==> src/rtl/core/gbn_pkg.sv <==
package gbn_pkg;

  localparam int MAX_SEQ_BITS = 4;
  localparam int DATA_WIDTH   = 32;
  localparam int SEQ_W        = MAX_SEQ_BITS;
  localparam int BUF_DEPTH    = 1 << MAX_SEQ_BITS;
  localparam int TICK_W       = 16;
  localparam int SBITS_W      = 3;

  typedef enum logic [1:0] {
    OP_SEND = 2'd0,
    OP_ACK  = 2'd1,
    OP_NAK  = 2'd2,
    OP_TICK = 2'd3
  } op_t;

  typedef enum logic [2:0] {
    K_SENT        = 3'd0,
    K_RESENT      = 3'd1,
    K_FULL        = 3'd2,
    K_ACK_TAKEN   = 3'd3,
    K_ACK_IGNORED = 3'd4,
    K_TICK_IDLE   = 3'd5,
    K_NOTHING     = 3'd6
  } kind_t;

  typedef enum logic {
    CFG_SEQ_BITS = 1'b0,
    CFG_TIMEOUT  = 1'b1
  } cfg_idx_t;

  typedef enum logic [1:0] {
    ST_IDLE,
    ST_EXEC,
    ST_RS_READ,
    ST_RS_EMIT
  } state_t;

  typedef struct packed {
    logic latch;  // capture the input beat
    logic exec;   // carry out the captured item
    logic rd;     // read the next copy for a resend
    logic emit;   // load the resent frame into the output register
  } cmd_t;

  typedef struct packed {
    logic slot_free;
    logic resend_go;
    logic rs_last;
  } status_t;

  // Sequence mask for the effective width: 0 acts as 1, above max clamps.
  function automatic logic [SEQ_W-1:0] seq_mask(input logic [SBITS_W-1:0] bits);
    logic [SBITS_W-1:0] eff;
    logic [SEQ_W:0]     m;
    eff = bits;
    if (eff == '0) eff = SBITS_W'(1);
    if (eff > SBITS_W'(MAX_SEQ_BITS)) eff = SBITS_W'(MAX_SEQ_BITS);
    m = (SEQ_W+1)'(1) << eff;
    return SEQ_W'(m - (SEQ_W+1)'(1));
  endfunction

endpackage

==> src/rtl/core/gbn_ctrl.sv <==
module gbn_ctrl
  import gbn_pkg::*;
(
  input  logic    clk,
  input  logic    rst,
  input  logic    in_valid,
  output logic    in_ready,
  input  status_t status,
  output cmd_t    cmd
);

  state_t state, state_next;

  always_ff @(posedge clk) begin
    if (rst) begin
      state <= ST_IDLE;
    end else begin
      state <= state_next;
    end
  end

  always_comb begin
    state_next = state;
    cmd        = '0;
    in_ready   = 1'b0;
    unique case (state)
      ST_IDLE: begin
        in_ready = 1'b1;
        if (in_valid) begin
          cmd.latch  = 1'b1;
          state_next = ST_EXEC;
        end
      end
      ST_EXEC: begin
        if (status.slot_free) begin
          cmd.exec   = 1'b1;
          state_next = status.resend_go ? ST_RS_READ : ST_IDLE;
        end
      end
      ST_RS_READ: begin
        cmd.rd     = 1'b1;
        state_next = ST_RS_EMIT;
      end
      ST_RS_EMIT: begin
        if (status.slot_free) begin
          cmd.emit   = 1'b1;
          state_next = status.rs_last ? ST_IDLE : ST_RS_READ;
        end
      end
      default: state_next = ST_IDLE;
    endcase
  end

endmodule

==> src/rtl/core/gbn_datapath.sv <==
module gbn_datapath
  import gbn_pkg::*;
(
  input  logic                  clk,
  input  logic                  rst,
  input  cmd_t                  cmd,
  output status_t               status,
  input  logic                  cfg_we,
  input  logic                  cfg_index,
  input  logic [TICK_W-1:0]     cfg_data,
  input  logic [1:0]            opcode,
  input  logic [DATA_WIDTH-1:0] payload,
  input  logic [3:0]            ack_number,
  output logic                  out_valid,
  input  logic                  out_ready,
  output logic [2:0]            kind,
  output logic [3:0]            frame_seq,
  output logic [DATA_WIDTH-1:0] frame_data,
  output logic                  last
);

  logic [DATA_WIDTH-1:0] copy_mem [BUF_DEPTH];

  logic [SBITS_W-1:0]    seq_bits;
  logic [TICK_W-1:0]     timeout_ticks;
  logic [SEQ_W-1:0]      base_seq, base_seq_next;
  logic [SEQ_W-1:0]      next_seq, next_seq_next;
  logic [SEQ_W-1:0]      outstanding, outstanding_next;
  logic [TICK_W-1:0]     tick_count, tick_count_next;

  op_t                   op_q;
  logic [DATA_WIDTH-1:0] payload_q;
  logic [3:0]            ack_q;
  logic [SEQ_W-1:0]      rs_seq;
  logic [SEQ_W-1:0]      rs_k;
  logic [DATA_WIDTH-1:0] rd_data;

  logic [SEQ_W-1:0]      mask;
  logic [SEQ_W-1:0]      send_seq;
  logic [SEQ_W-1:0]      base_inc;
  logic                  window_full;
  logic                  ack_ok;
  logic [TICK_W-1:0]     tick_inc;
  logic [TICK_W-1:0]     limit;
  logic                  tick_fire;
  logic                  resend_req;
  logic                  mem_we;

  logic                  out_load;
  kind_t                 res_kind;
  logic [SEQ_W-1:0]      res_seq;
  logic [DATA_WIDTH-1:0] res_data;
  logic                  res_last;

  always_comb begin
    mask        = seq_mask(seq_bits);
    send_seq    = next_seq & mask;
    base_inc    = (base_seq + SEQ_W'(1)) & mask;
    window_full = (outstanding >= mask);
    ack_ok      = (outstanding != '0) && (ack_q == 4'(base_inc));
    tick_inc    = tick_count + TICK_W'(1);
    limit       = (timeout_ticks == '0) ? TICK_W'(1) : timeout_ticks;
    tick_fire   = (tick_inc >= limit);
    resend_req  = (op_q == OP_NAK) || ((op_q == OP_TICK) && tick_fire);
  end

  assign status.slot_free = !out_valid || out_ready;
  assign status.resend_go = resend_req && (outstanding != '0);
  assign status.rs_last   = ({1'b0, rs_k} + (SEQ_W+1)'(1)) == {1'b0, outstanding};

  always_comb begin
    base_seq_next    = base_seq;
    next_seq_next    = next_seq;
    outstanding_next = outstanding;
    tick_count_next  = tick_count;
    mem_we           = 1'b0;
    out_load         = 1'b0;
    res_kind         = K_NOTHING;
    res_seq          = '0;
    res_data         = '0;
    res_last         = 1'b1;
    if (cmd.exec) begin
      unique case (op_q)
        OP_SEND: begin
          out_load = 1'b1;
          if (window_full) begin
            res_kind = K_FULL;
          end else begin
            mem_we           = 1'b1;
            if (outstanding == '0) tick_count_next = '0;
            outstanding_next = outstanding + SEQ_W'(1);
            next_seq_next    = (send_seq + SEQ_W'(1)) & mask;
            res_kind         = K_SENT;
            res_seq          = send_seq;
            res_data         = payload_q;
          end
        end
        OP_ACK: begin
          out_load = 1'b1;
          if (ack_ok) begin
            base_seq_next    = base_inc;
            outstanding_next = outstanding - SEQ_W'(1);
            tick_count_next  = '0;
            res_kind         = K_ACK_TAKEN;
          end else begin
            res_kind = K_ACK_IGNORED;
          end
        end
        OP_NAK, OP_TICK: begin
          if (resend_req) begin
            tick_count_next = '0;
            // nothing outstanding: one marker result, else hand over to the walk
            out_load = (outstanding == '0);
          end else begin
            tick_count_next = tick_inc;
            out_load        = 1'b1;
            res_kind        = K_TICK_IDLE;
          end
        end
        default: ;
      endcase
    end else if (cmd.emit) begin
      out_load = 1'b1;
      res_kind = K_RESENT;
      res_seq  = rs_seq;
      res_data = rd_data;
      res_last = status.rs_last;
    end
    if (cfg_we && (cfg_index == CFG_SEQ_BITS)) begin
      // width change empties the window
      base_seq_next    = '0;
      next_seq_next    = '0;
      outstanding_next = '0;
      tick_count_next  = '0;
    end
  end

  // Control state
  always_ff @(posedge clk) begin
    if (rst) begin
      seq_bits      <= SBITS_W'(3);
      timeout_ticks <= TICK_W'(10);
      base_seq      <= '0;
      next_seq      <= '0;
      outstanding   <= '0;
      tick_count    <= '0;
      out_valid     <= 1'b0;
    end else begin
      base_seq    <= base_seq_next;
      next_seq    <= next_seq_next;
      outstanding <= outstanding_next;
      tick_count  <= tick_count_next;
      if (out_load) begin
        out_valid <= 1'b1;
      end else if (out_ready) begin
        out_valid <= 1'b0;
      end
      if (cfg_we) begin
        if (cfg_index == CFG_SEQ_BITS) begin
          seq_bits <= cfg_data[SBITS_W-1:0];
        end else begin
          timeout_ticks <= cfg_data;
        end
      end
    end
  end

  // Payload registers
  always_ff @(posedge clk) begin
    if (cmd.latch) begin
      op_q      <= op_t'(opcode);
      payload_q <= payload;
      ack_q     <= ack_number;
    end
    if (cmd.exec) begin
      rs_k   <= '0;
      rs_seq <= base_seq;
    end else if (cmd.emit) begin
      rs_k   <= rs_k + SEQ_W'(1);
      rs_seq <= (rs_seq + SEQ_W'(1)) & mask;
    end
    if (out_load) begin
      kind       <= res_kind;
      frame_seq  <= 4'(res_seq);
      frame_data <= res_data;
      last       <= res_last;
    end
  end

  always_ff @(posedge clk) begin
    if (mem_we) begin
      copy_mem[send_seq] <= payload_q;
    end
    if (cmd.rd) begin
      rd_data <= copy_mem[rs_seq];
    end
  end

endmodule

==> src/rtl/core/go_back_n_sender_window.sv <==
// Go-Back-N sender window.
// Input channel (in_valid/in_ready) takes one beat per item: opcode, payload
// and ack_number. Output channel (out_valid/out_ready) gives result beats:
// kind, frame_seq, frame_data and last, with last high on the final beat of
// an item. Configuration is a plain write port (cfg_we, cfg_index, cfg_data):
// index 0 is seq_bits, index 1 is timeout_ticks; write it only while idle.
// Send, ack and non-firing tick items load their one beat into the output
// register from ST_EXEC once the output register is free; the block then
// returns to idle, so it takes no new item before the last is done. A resend
// (NAK or timer expiry) walks the copy buffer, one frame per ST_RS_READ and
// ST_RS_EMIT pair, as the copy memory is read through a register. The walk
// covers the outstanding frames from base_seq. The next input is taken
// only once the last beat of an item sits in the output register.
// A stalled receiver holds the output register and the block waits on it.
// Reset empties the window, clears the timer and sets seq_bits to 3 and
// timeout_ticks to 10; the copy buffer is not cleared.
module go_back_n_sender_window
  import gbn_pkg::*;
(
  input  logic                  clk,
  input  logic                  rst,
  input  logic                  in_valid,
  output logic                  in_ready,
  input  logic [1:0]            opcode,
  input  logic [DATA_WIDTH-1:0] payload,
  input  logic [3:0]            ack_number,
  output logic                  out_valid,
  input  logic                  out_ready,
  output logic [2:0]            kind,
  output logic [3:0]            frame_seq,
  output logic [DATA_WIDTH-1:0] frame_data,
  output logic                  last,
  input  logic                  cfg_we,
  input  logic                  cfg_index,
  input  logic [TICK_W-1:0]     cfg_data
);

  cmd_t    cmd;
  status_t status;

  gbn_ctrl u_ctrl (
    .clk      (clk),
    .rst      (rst),
    .in_valid (in_valid),
    .in_ready (in_ready),
    .status   (status),
    .cmd      (cmd)
  );

  gbn_datapath u_datapath (
    .clk        (clk),
    .rst        (rst),
    .cmd        (cmd),
    .status     (status),
    .cfg_we     (cfg_we),
    .cfg_index  (cfg_index),
    .cfg_data   (cfg_data),
    .opcode     (opcode),
    .payload    (payload),
    .ack_number (ack_number),
    .out_valid  (out_valid),
    .out_ready  (out_ready),
    .kind       (kind),
    .frame_seq  (frame_seq),
    .frame_data (frame_data),
    .last       (last)
  );

endmodule
==> config.mk <==
export PLATFORM = sky130hd
export DESIGN_NAME = go_back_n_sender_window
export DESIGN_NICKNAME = d
export VERILOG_FILES = /design/src/rtl/core/gbn_pkg.sv /design/src/rtl/core/gbn_ctrl.sv /design/src/rtl/core/gbn_datapath.sv /design/src/rtl/core/go_back_n_sender_window.sv
export SDC_FILE = /design/constraint.sdc
export NUM_CORES = 1
export LEC_CHECK = 0
export BUFFER_PORTS_ARGS = -buffer_cell sky130_fd_sc_hd__buf_2
export CAP_MARGIN = 10
export CORE_MARGIN = 4
export CORE_UTILIZATION = 59
export CTS_CLUSTER_SIZE = 8
export DETAILED_ROUTE_END_ITERATION = 8
export PLACE_DENSITY = 0.77
export SLEW_MARGIN = 20
export SYNTH_ARGS = -nofsm -noshare
export SYNTH_HDL_FRONTEND = slang
export SYNTH_SLANG_ARGS = --single-unit
==> constraint.sdc <==
create_clock -name clk -period 6.13 [get_ports clk]
set_input_delay 1.226 -clock clk [delete_from_list [all_inputs] [get_ports clk]]
set_output_delay 1.226 -clock clk [all_outputs]
set_load 0.02 [all_outputs]
==> summary.md <==
| Metric | Value |
|---|---|
| Final Max Slew Viols | `0` |
| FF+latch count, synth | `680` |
| Root buffer cell | `clkbuf_16` |
| Chip height | `220 um` |
| Cells on worst reg2reg path | `13` |
| Mapped Cells | `1352` |
| Global-route wire length before repair | `90800 um` |
| Via-to-Cell Ratio | `6.57` |
| Post-synth top area share | `70.6%` |
| Switching Power | `2200 uW` |
| Cts hold-fix bufs | `0` |
| I/O Buffers | `101` |
| Fin nets | `1604` |
| Tot Pwr | `10400 uW` |
| FP Rows | `77` |
| Worst Skew | `25.9 ps` |
| Share of layout cells above drive strength 1 | `28.7%` |
| CP top delay family | `simple AND/OR/NAND/NOR gates` |
| YS warnings | `0` |
| Largest net degree at the start of global routing | `132` |
| Max clock buf depth | `3` |
| Top Ports | `102` |
| Worst-margin pin slew | `1090 ps` |
| Setup violators final | `0` |
| Power per Cell Area | `337 mW/mm2` |
| Post-Route WL | `61800 um` |
| Rel. slew slack | `27.5%` |
| Crit path depth | `13` |
| Most frequent cells in the layout | `edfxtp_1, mux4_2, buf_2, clkbuf_16, nand2_1` |
| Cell repeated most along the worst path | `o21ai_0` |
| Core ar. | `0.0444 mm2` |
| Comb power frac | `4.7%` |
| Clock power frac | `44.9%` |
| Static Leak | `0.0101 uW` |
| Top post-synthesis cells by area | `edfxtp_1, mux4_2, dfxtp_1, ha_1, a22o_1` |
| GRT Residual Overflow | `0` |
| Synth Cell Area | `0.0266 mm2` |
| HP Class | `reg -> reg` |
| Total track usage | `25.5%` |
| Final Hold Viols | `0` |
| Syn nets | `1443` |
| Yosys cell types | `61` |
| Leading area contributor after synthesis | `edfxtp_1` |
| Area delta synth->final | `15.5%` |
| Async SR Flop Fraction | `0%` |
| CP Class | `reg -> reg` |
| WL per Instance | `29.1 um` |
| Vias in the first global route | `14400` |
| Starting Density | `60.0%` |
| Critical path cell sequence | `ha_1, nand2_1, nor3_2, and3_1, nand3_1, xnor2_1, ha_1, o21ai_0, o21ai_0, a41o_1, o21ai_0, and2_2, buf_4` |
| Min Tclk post-route | `4530 ps` |
| WP data arrival | `4810 ps` |
| ANT nets after route | `0` |
| Commonest non-fill, non-tap cell in the layout | `edfxtp_1` |
| CTS resizes | `0` |
| Avg Inst Size Synth | `19.7 um2` |
| Via count | `14000` |
| Number of synthesized flops with an enable pin | `626` |
| Most used DFF post-synth | `edfxtp_1` |
| Dpl hpwl | `32200 um` |
| DRC viols | `0` |
| Sw Share | `21.2%` |
| Setup Buffers After CTS | `0` |
| Sequential share of the synthesized area | `74.6%` |
| CP max FO | `25` |
| Max-cap viol count | `0` |
| Critical path endpoint category | `register` |
| TritonRoute pass-1 iters | `5` |
| Initial antenna violation count | `0` |
| Status | `finished clean` |
| Width of the die | `220 um` |
| Gpl congestion | `0.858` |
| Critical path buffer and inverter count | `1` |
| N_diodes | `0` |
| Die ar. | `0.0486 mm2` |
| Critical-path cell with the highest stage delay | `and2_2` |
| TritonCTS clock tree | `yes` |
| # placed instances | `2002` |
| Fmax | `221 MHz` |
| RSZ-0062 raised after global routing | `no` |
| Total Neg Setup Slack | `0 ps` |
| Slowest cell delay on critical path | `610 ps` |
| CTS clk-pin slew, worst paths | `50 ps` |
| Cell Int Power | `8180 uW` |
| Total CTS buffers | `95` |
| Ratio of final minimum period to clock period | `74.0%` |
| Initial DRC count | `1776` |
| CTS Sinks | `680` |
| Sequential share of power | `50.4%` |
| Startpoint type of the worst setup path | `register` |
| Hold Path Depth | `2` |
| Worst-Skew Late Latency | `630 ps` |
| Worst vdd ir | `0.000276 V` |
| Critical path data required time | `6410 ps` |
| H-tree Lvls | `3` |
| Final Non-Filler Cells | `2126` |
cells in the mapped netlist, types with 11 or more instances:
cell	count
a21oi_1	45
a22o_1	33
buf_2	13
clkbuf_1	47
dfxtp_1	54
edfxtp_1	626
ha_1	30
inv_1	25
mux4_2	160
nand2_1	77
nand3_1	17
nor2_1	34
nor3_1	11
o21ai_0	33
xnor2_1	15
stage by stage:
stage / utilization, % / area (um2) / setup slack, ps / hold slack (ps)
floorplan: - / 26600 / 1060 / 435
global placement: 62.8 / 27900 / 1880 / 454
detailed placement: 63.1 / 28000 / 1700 / 455
CTS: 68.9 / 30600 / 1670 / 458
global route: 69.3 / 30800 / 1340 / 489
finish: 69.3 / 30800 / 1600 / 456
metal layers:
metal / GRT usage [%] / wire, um / vias up
met3: 5.36 / 4980 / 115
met2: 41.3 / 30800 / 778
met4: 7.37 / 1500 / 0
met1: 35.9 / 24500 / 7252
met5: 0 / 0 / -
li1: - / - / 5817
layout make-up:
cell class              instances  area [um2]
multi-input cells             577        6490
inverters                      27         101
clock inverters                 6        90.1
fillers                      2643       13700
well taps                     592         741
clock buffers                 112        2480
flip-flops and latches        680       19900
repair buffers                132         973
kinds of logic after synthesis:
kind of cell	count (synthesis)	share of synthesized area, %
xor+xnor	23	0.756
simple gates	206	3.85
flops	680	74.6
other cells	1	0.0141
mux	162	13.6
fa+ha+maj	31	1.48
compound gates	154	4.19
buf+inv	95	1.46
registers in the layout, indices dropped and copies added (netlist names), 16 cells and up:
register,flops
u_datapath.rd_data,32
u_datapath.tick_count,16
u_datapath.timeout_ticks,16
u_datapath.payload_q,32
u_datapath.copy_mem,512
u_datapath.frame_data,32
worst reg2reg max path: cells and delay by family (launching register included):
kind                     cells  cell delay (ps)
AND/OR/NAND/NOR              5             1560
flip-flops                   1              400
adder cells (fa/ha/maj)      2              580
buffers and inverters        1              470
AO/OA/AOI/OAI                4              930
XOR/XNOR                     1              220
final timing paths:
path	end	slack [ps]	from
worst max register to register	u_datapath.frame_data[21]$_DFFE_PP_	1600	u_datapath.tick_count[0]$_SDFFE_PP0P_
worst max-delay path	u_datapath.frame_data[21]$_DFFE_PP_	1600	u_datapath.tick_count[0]$_SDFFE_PP0P_
worst min register to register	u_datapath.rs_k[1]$_SDFFE_PP0P_	460	u_datapath.rs_k[1]$_SDFFE_PP0P_
worst min-delay path	u_datapath.rs_k[1]$_SDFFE_PP0P_	460	u_datapath.rs_k[1]$_SDFFE_PP0P_
power by group through the flow:
| stage | registers (uW) | logic [uW] | clock network, uW |
|---|---|---|---|
| after global placement | 5310 | 472 | 0 |
| after floorplan | 5290 | 325 | 0 |
| after CTS | 5230 | 488 | 4700 |
| after global routing | 5240 | 521 | 4930 |
| after detailed placement | 5320 | 478 | 0 |
| final | 5230 | 485 | 4660 |
(Power assumes the default switching activity.)
